--- src/hw/rtl/salru_pkg.sv ---
// shared types and constants of the set associative cache lru tracker
package salru_pkg;

   // access kinds
   localparam logic [1:0] CMD_LOAD   = 2'd0;
   localparam logic [1:0] CMD_STORE  = 2'd1;
   localparam logic [1:0] CMD_MODIFY = 2'd2;

   // configuration register indexes
   localparam logic [1:0] CSR_INDEX_BITS  = 2'd0;
   localparam logic [1:0] CSR_OFFSET_BITS = 2'd1;
   localparam logic [1:0] CSR_WAYS_IN_USE = 2'd2;

   // configuration reset values
   localparam logic [2:0] INDEX_BITS_RST  = 3'd4;
   localparam logic [5:0] OFFSET_BITS_RST = 6'd4;
   localparam logic [3:0] WAYS_IN_USE_RST = 4'd8;

   // widest configuration register
   localparam int CSR_DATA_W = 6;

   // counter saturation value
   localparam logic [31:0] CNT_MAX = 32'hFFFF_FFFF;

   // sequencer states
   typedef enum logic [1:0] {
      ST_CLEAR,
      ST_IDLE,
      ST_LOOKUP
   } state_type;

   // request beat
   typedef struct packed {
      logic [1:0]  command;
      logic [63:0] address;
   } req_type;

   // result beat
   typedef struct packed {
      logic        was_hit;
      logic        was_miss;
      logic        was_eviction;
      logic        modify_hit;
      logic [31:0] hit_total;
      logic [31:0] miss_total;
      logic [31:0] eviction_total;
   } rsp_type;

   // outcome of one set lookup
   typedef struct packed {
      logic hit;
      logic miss;
      logic evict;
   } lookup_type;

endpackage

--- src/hw/rtl/salru_way_logic.sv ---
// tag compare, victim choice and rank update over the ways of one set
module salru_way_logic #(
   parameter int WAYS   = 8,
   parameter int TAG_W  = 64,
   parameter int RANK_W = 3
) (
   input  logic [WAYS*(1+TAG_W+RANK_W)-1:0] row_in,
   input  logic [TAG_W-1:0]                 tag,
   input  logic [3:0]                       ways_in_use,
   output logic [WAYS*(1+TAG_W+RANK_W)-1:0] row_out,
   output salru_pkg::lookup_type            result
);
   import salru_pkg::*;

   localparam int WAY_W = 1 + TAG_W + RANK_W;
   localparam int WI_W  = (WAYS > 1) ? $clog2(WAYS) : 1;

   logic [4:0]        ways_eff;
   logic              vld   [WAYS];
   logic [TAG_W-1:0]  tg    [WAYS];
   logic [RANK_W-1:0] rk    [WAYS];
   logic [RANK_W-1:0] rk_old[WAYS];
   logic [WAYS-1:0]   used;
   logic [WAYS-1:0]   match;
   logic              hit;
   logic [WI_W-1:0]   hit_way;
   logic [RANK_W-1:0] hit_rank;
   logic              found_empty;
   logic [WI_W-1:0]   empty_way;
   logic [RANK_W-1:0] best;
   logic [WI_W-1:0]   lru_way;
   logic [WI_W-1:0]   fill_way;

   // clamp the associativity to 1..WAYS
   always_comb begin
      if (ways_in_use == 4'd0) begin
         ways_eff = 5'd1;
      end else if ({1'b0, ways_in_use} > 5'(WAYS)) begin
         ways_eff = 5'(WAYS);
      end else begin
         ways_eff = {1'b0, ways_in_use};
      end
   end

   // unpack the row and compare tags
   always_comb begin
      for (int w = 0; w < WAYS; w++) begin
         vld[w]    = row_in[w*WAY_W + TAG_W + RANK_W];
         tg[w]     = row_in[w*WAY_W + RANK_W +: TAG_W];
         rk_old[w] = row_in[w*WAY_W +: RANK_W];
         used[w]   = 5'(w) < ways_eff;
         match[w]  = used[w] && vld[w] && (tg[w] == tag);
      end
   end

   // lowest matching way and lowest empty way
   always_comb begin
      hit         = 1'b0;
      hit_way     = '0;
      found_empty = 1'b0;
      empty_way   = '0;
      for (int w = 0; w < WAYS; w++) begin
         if (match[w] && !hit) begin
            hit     = 1'b1;
            hit_way = WI_W'(w);
         end
         if (used[w] && !vld[w] && !found_empty) begin
            found_empty = 1'b1;
            empty_way   = WI_W'(w);
         end
      end
   end

   assign hit_rank = rk_old[hit_way];

   // oldest used way, lowest on a tie
   always_comb begin
      best    = '0;
      lru_way = '0;
      for (int w = 0; w < WAYS; w++) begin
         if (used[w] && ((w == 0) || (rk_old[w] > best))) begin
            best    = rk_old[w];
            lru_way = WI_W'(w);
         end
      end
   end

   assign fill_way = found_empty ? empty_way : lru_way;

   // new ranks, valid bits and tags
   always_comb begin
      row_out = row_in;
      for (int w = 0; w < WAYS; w++) begin
         rk[w] = rk_old[w];
         if (hit) begin
            if (WI_W'(w) == hit_way) begin
               rk[w] = '0;
            end else if (used[w] && vld[w] && (rk_old[w] < hit_rank)
                         && (rk_old[w] != RANK_W'(WAYS - 1))) begin
               rk[w] = rk_old[w] + 1'b1;
            end
         end else begin
            if (WI_W'(w) == fill_way) begin
               rk[w] = '0;
               row_out[w*WAY_W + TAG_W + RANK_W] = 1'b1;
               row_out[w*WAY_W + RANK_W +: TAG_W] = tag;
            end else if (used[w] && vld[w] && (rk_old[w] != RANK_W'(WAYS - 1))) begin
               rk[w] = rk_old[w] + 1'b1;
            end
         end
         row_out[w*WAY_W +: RANK_W] = rk[w];
      end
   end

   assign result.hit   = hit;
   assign result.miss  = !hit;
   assign result.evict = !hit && !found_empty;

endmodule

--- config.mk ---
export PLATFORM = sky130hd
export DESIGN_NAME = salru_way_logic
export DESIGN_NICKNAME = d
export VERILOG_FILES = /design/src/hw/rtl/salru_pkg.sv /design/src/hw/rtl/salru_way_logic.sv
export SDC_FILE = /design/constraint.sdc
export NUM_CORES = 1
export LEC_CHECK = 0
export BUFFER_PORTS_ARGS = -buffer_cell sky130_fd_sc_hd__buf_2
export CORE_AREA = 2 2 452 454
export DETAILED_ROUTE_END_ITERATION = 10
export DIE_AREA = 0 0 454 456
export GPL_TIMING_DRIVEN = 0
export SYNTH_ARGS = -nofsm -noshare
export SYNTH_HDL_FRONTEND = slang
export SYNTH_SLANG_ARGS = --single-unit
--- constraint.sdc ---
create_clock -name vclk -period 11.9
set_clock_uncertainty 0.15 [all_clocks]
set_input_delay 0 -clock vclk [all_inputs]
set_output_delay 0 -clock vclk [all_outputs]
set_load 0.01 [all_outputs]
==> results of run 1 <==
## cells by family (layout without fill, tap and decap cells)
| kind of cell | after synthesis | count (layout) | synth area share |
|---|---|---|---|
| xor gates and xnor gates | 496 | 496 | 0.251 |
| muxes | 500 | 500 | 0.335 |
| buffers and inverters | 230 | 1366 | 0.0688 |
| other | 0 | 359 | 0 |
| AOI/OAI and AO/OA | 220 | 220 | 0.0892 |
| adders and majority gates | 46 | 46 | 0.0331 |
| and+or+nand+nor | 663 | 663 | 0.223 |
## area by class of cell
cell class,instances,share of cell area
well taps,2672,0.119
inverters,34,0.00453
plain buffers,196,0.0408
diodes,359,0.0319
repair buffers,1136,0.228
multi-input cells,1925,0.576
## power groups by stage
stage	combinational [uW]	sequential (uW)	clock [uW]
CTS	1740	0	0
detailed placement	1730	0	0
finish	1820	0	0.00207
global placement	1700	0	0
global route	1820	0	0.00312
floorplan	677	0	0
## per-layer routing
| metal | GRT usage | up-vias | share of wire |
|---|---|---|---|
| met5 | 0 | - | 0.0014 |
| met4 | 0.264 | 58 | 0.098 |
| met3 | 0.152 | 946 | 0.13 |
| met2 | 0.436 | 3109 | 0.41 |
| met1 | 0.338 | 14677 | 0.36 |
| li1 | - | 10628 | - |
## through the flow
stage	setup slack [ns]	hold WS, ns	total power [uW]
after floorplan	2.37	-0.0573	677
after global placement	-0.368	0.182	1700
after detailed placement	-0.354	0.193	1730
after CTS	0.0368	0.197	1740
after global routing	-0.00716	0.204	1820
final	0.507	0.199	1820
## cell usage in the layout, fill, tap and decap left out, types with 33 or more instances in the layout
master	Yosys	final
buf_2	94	1180
mux2_2	361	361
diode_2	0	359
xnor2_1	252	252
xor2_1	244	244
nand4_1	125	125
nor4_1	125	119
nand2_1	96	95
mux2_1	79	79
nor2_1	68	66
nand2b_1	52	52
o21ai_0	54	52
mux2_4	50	50
clkbuf_2	0	49
ha_1	45	45
nand3_1	38	38
inv_1	33	33
a21oi_1	33	33
## how the worst min path moves through the flow
stage / startpoint / endpoint / slack, ns / depth (start not counted)
floorplan: row_in[0] / row_out[0] / -0.06 / 1
global placement: row_in[113] / row_out[113] / 0.18 / 4
detailed placement: row_in[229] / row_out[229] / 0.19 / 3
CTS: row_in[116] / row_out[116] / 0.20 / 4
global route: row_in[116] / row_out[116] / 0.20 / 4
finish: row_in[194] / row_out[194] / 0.20 / 3
## timing repair
action,CTS,global route
setup endpoints to repair,87,413
pin swaps,0,4
buffers inserted,0,4
gates resized for setup,4,16
## worst max-delay path, delay by kind of cell
family,cells,cell delay (ns)
AO/OA/AOI/OAI,19,3.47
adder cells (fa/ha/maj),8,2.29
AND/OR/NAND/NOR,14,2.20
multiplexers,5,1.95
buffers and inverters,6,1.28
==> summary.md, run 1 <==
| Metric | Value |
|---|---|
| Die ar. | ~210000 um^2 |
| CP max-delay cell | mux2_2 |
| Post-DP HPWL | ~290000 um |
| Tcrit/Tclk final | 0.957 |
| Netlist cell types | 90 |
| Post-Synthesis Cells | around 2200 |
| Site row count | roughly 170 |
| Non-Filler Instances | between 6000 and 7000 |
| Post-route cell area | between 20000 and 30000 um^2 |
| Status | finished with violations |
| DRC violations left | 0 |
| Internal power | ~550 uW |
| Fin util | 0.140 |
| Vias after detailed routing | around 29000 |
| Leak Pwr | 0.0113 uW |
| Tightest Pin Transition | ~1.7 ns |
| Tmin final | between 10 and 15 ns |
| Fin nets | about 4000 |
| TNS Setup | 0 ns |
| Via density | about 4.7 |
| Fill count | roughly 24000 |
| Fmax | slightly below 0.09 GHz |
| Final hold violation count | 0 |
| Area contributors post-synth | mux2_2 (23%), xnor2_1 (13%), xor2_1 (12%), mux2_1 (5.1%), nand4_1 (4.5%) |
| Power per cell area | around 65 nW/um^2 |
| Number of setup violations in the final report | 0 |
| Setup crit end kind | output pin |
| Startpoint Class | primary input |
| Routed wire length | around 340000 um |
| Placed instance area | ~27000 um^2 |
| Part of the power in the clock network | 0 |
| First-pass GRT wire length | between 300000 and 400000 um |
| Total track usage | 0.308 |
| Vias in the first global route | about 26000 |
| ANT nets after route | 0 |
| Largest net degree at the start of global routing | 11 |
| Start point of the critical path | row_in[2] |
| Failing checks | max-slew violations |
| Initial DRC Count | 4212 |
| Crit Path Max Fanout | 10 |
| Post-synth top area share | 0.235 |
| Crit path to | row_out[322] |
| Cell taking the most area after synthesis | mux2_2 |
| Top Ports | 1159 |
| Max Cap Viol | 0 |
| Core area | 202000 um^2 |
| Max VDD drop | about 0.000033 V |
| Initial Util | 0.0859 |
| Clock buf count | 0 |
| Layout overhead on the synthesized area | 62.6% |
| First-pass iteration count of the detailed router | 7 |
| Routability Congestion | around 1.1 |
| Slew headroom | -0.149 |
| Worst EP required | between 10 and 15 ns |
| Initial antenna violation count | about 210 |
| Sequential Power Share | 0 |
| Seq/Total Area, Yosys | 0 |
| Hold Crit Class | primary input to output pin |
| Top-count cell post-synth | mux2_2 |
| CP peak stage delay | around 0.48 ns |
| Mapped Area | 17300 um^2 |
| Area of the multi-input gates | 16200 um^2 |
| Crit path kind | primary input to output pin |
| Syn nets | about 2800 |
| Switching share of total power | 0.701 |
| Logic pwr share | 1.000 |
| Drt wl/cell | 53.2 um |
| Final Max Slew Viols | 1 |
| Synth warn | 0 |
| Commonest cells in the netlist | mux2_2 (361), xnor2_1 (252), xor2_1 (244), nand4_1 (125), nor4_1 (125) |
| Share of cells above drive strength 1 | 0.543 |
| CP Data Arrival Time | about 11 ns |
| Register area | 0 um^2 |
| Total gr overflow | 0 |
| Die Ht | roughly 460 um |
| FF+latch count | 0 |
| IO Port Bufs | 1093 |
| Cells after DPL | between 5000 and 6000 |
| Mean Syn Cell Area | around 8.0 um^2 |
| Post-CTS Hold Buffers | 0 |
| Die Width | 454 um |
| Psw | about 1300 uW |
Power figures use the tool's default switching activity.
==> run 2, diff against run 1 <==
--- a/config.mk
+++ b/config.mk
@@ -10,6 +10,7 @@
 export DETAILED_ROUTE_END_ITERATION = 10
 export DIE_AREA = 0 0 454 456
 export GPL_TIMING_DRIVEN = 0
+export MAX_ROUTING_LAYER = met4
 export SYNTH_ARGS = -nofsm -noshare
 export SYNTH_HDL_FRONTEND = slang
 export SYNTH_SLANG_ARGS = --single-unit
==> summary.md, run 2 (same netlist as run 1, synthesis figures left out) <==
| Metric | Value |
|---|---|
| Internal power | 546 uW |
| Switching share of total power | 0.700 |
| Global routing usage on met1 | 0.339 |
| CP peak stage delay | ~0.47 ns |
| ANT nets after route | 0 |
| Number of setup violations in the final report | 0 |
| Post-DP HPWL | 292000 um |
| Fmax | 0.0882 GHz |
| Share of cells above drive strength 1 | 0.543 |
| Core area | between 200000 and 250000 um^2 |
| Vias after detailed routing | 28747 |
| Hold depth | 3 |
| Initial antenna violation count | about 210 |
| Met3 usage | 0.150 |
| Vias in the first global route | approximately 26000 |
| Largest net degree at the start of global routing | 11 |
| Hold Crit Class | primary input to output pin |
| Final hold violation count | 0 |
| Grt met2 use | 0.446 |
| IO Port Bufs | between 1000 and 1500 |
| Crit path kind | primary input to output pin |
| Register area | 0 um^2 |
| Routed wire length | 336000 um |
| CP bufs+invs | 6 |
| Leak Pwr | 0.0114 uW |
| Top cell family by delay on the critical path | compound AO/OA/AOI/OAI gates |
| Gr busiest metal | met2 |
| Placed instance area | roughly 27000 um^2 |
| Psw | ~1300 uW |
| Clock buf count | 0 |
| Final Max Slew Viols | 0 |
| Initial DRC Count | 4424 |
| Post-route cell area | approximately 28000 um^2 |
| Final worst slack | ~0.56 ns |
| Status | completed |
| Total gr overflow | 0 |
| Layout overhead on the synthesized area | 62.5% |
| Part of the power in the clock network | 0 |
| CP max-delay cell | mux2_2 |
| Tightest Pin Transition | 1.49 ns |
| First-pass GRT wire length | 390000 um |
| DRC violations left | 0 |
| Power per cell area | about 65 nW/um^2 |
| Setup crit end kind | output pin |
| Fin nets | roughly 4000 |
| FF+latch count | 0 |
| Startpoint Class | primary input |
| Pre-CTS WS | -0.339 ns |
| Critical hold path startpoint | row_in[191] |
| Drt wl/cell | roughly 53 um |
| Logic pwr share | 1.000 |
| Routability Congestion | between 1 and 1.5 |
| Hold Path Sink | row_out[191] |
| Commonest non-fill, non-tap cell in the layout | buf_2 |
| Worst EP required | ~12 ns |
| Site row count | between 150 and 200 |
| Slew headroom | 0.00699 |
| Tcrit/Tclk final | 0.953 |
| First-pass iteration count of the detailed router | 7 |
| Crit Path Max Fanout | 10 |
| Max VDD drop | 0.0000387 V |
| Die Ht | about 460 um |
| Via density | around 4.6 |
| Total track usage | 0.317 |
| Most frequent cells in the layout | buf_2 (1184), mux2_2 (361), xnor2_1 (252) |
| Crit path top cell by count | nor2_1 |
| Top Ports | roughly 1200 |
| Die ar. | 207000 um^2 |
| Sequential Power Share | 0 |
| Die Width | ~450 um |
| Tmin final | roughly 11 ns |
| Initial Util | 0.0859 |
| Max Cap Viol | 0 |
| CP Data Arrival Time | between 10 and 15 ns |
| Post-CTS Hold Buffers | 0 |
## run 2: power groups by stage
| stage | registers [uW] | clock network (uW) | logic (uW) |
|---|---|---|---|
| floorplan | 0 | 0 | 677 |
| global placement | 0 | 0 | 1710 |
| detailed placement | 0 | 0 | 1740 |
| CTS | 0 | 0 | 1740 |
| global route | 0 | 0.00281 | 1820 |
| finish | 0 | 0.00224 | 1820 |
## run 2: through the flow
step                      instances   util  hold WS (ns)  TNS, ns  power [uW]
final                          6318  0.140         0.191        0        1820
after global placement         5920  0.130         0.179   -19.60        1710
after floorplan                2155      -       -0.0573        0         677
after global routing           6281  0.139         0.209  -0.0447        1820
after detailed placement       5959  0.135         0.190   -13.08        1740
after CTS                      5959  0.135         0.192        0        1740
## run 2: layout make-up
cell class                      count  area (um^2)
Inverter                           34          128
Antenna cell                      354          886
Multi-Input combinational cell   1925        16200
Timing Repair Buffer             1137         6420
Fill cell                       23546       174000
Tap cell                         2672         3340
Buffer                            196         1140
## run 2: routing by layer
metal | vias to the layer above | part of all wire
met4 | 0 | 0.093
met2 | 3021 | 0.42
met5 | - | 0
met3 | 815 | 0.13
met1 | 14261 | 0.36
li1 | 10650 | -
## run 2: worst max path at each step
| stage | startpoint | endpoint | slack [ns] | depth (start not counted) |
|---|---|---|---|---|
| final | row_in[2] | row_out[298] | 0.56 | 54 |
| after global routing | row_in[2] | row_out[231] | -0.02 | 53 |
| after CTS | row_in[2] | row_out[200] | 0.02 | 51 |
| after detailed placement | row_in[2] | row_out[200] | -0.34 | 51 |
| after global placement | row_in[2] | row_out[200] | -0.42 | 51 |
| after floorplan | row_in[2] | row_out[222] | 2.37 | 46 |
## run 2: repair_timing
action | CTS | global route
setup endpoints to repair | 82 | 495
pin swaps | 0 | 4
setup buffers | 0 | 5
resized for setup | 3 | 13
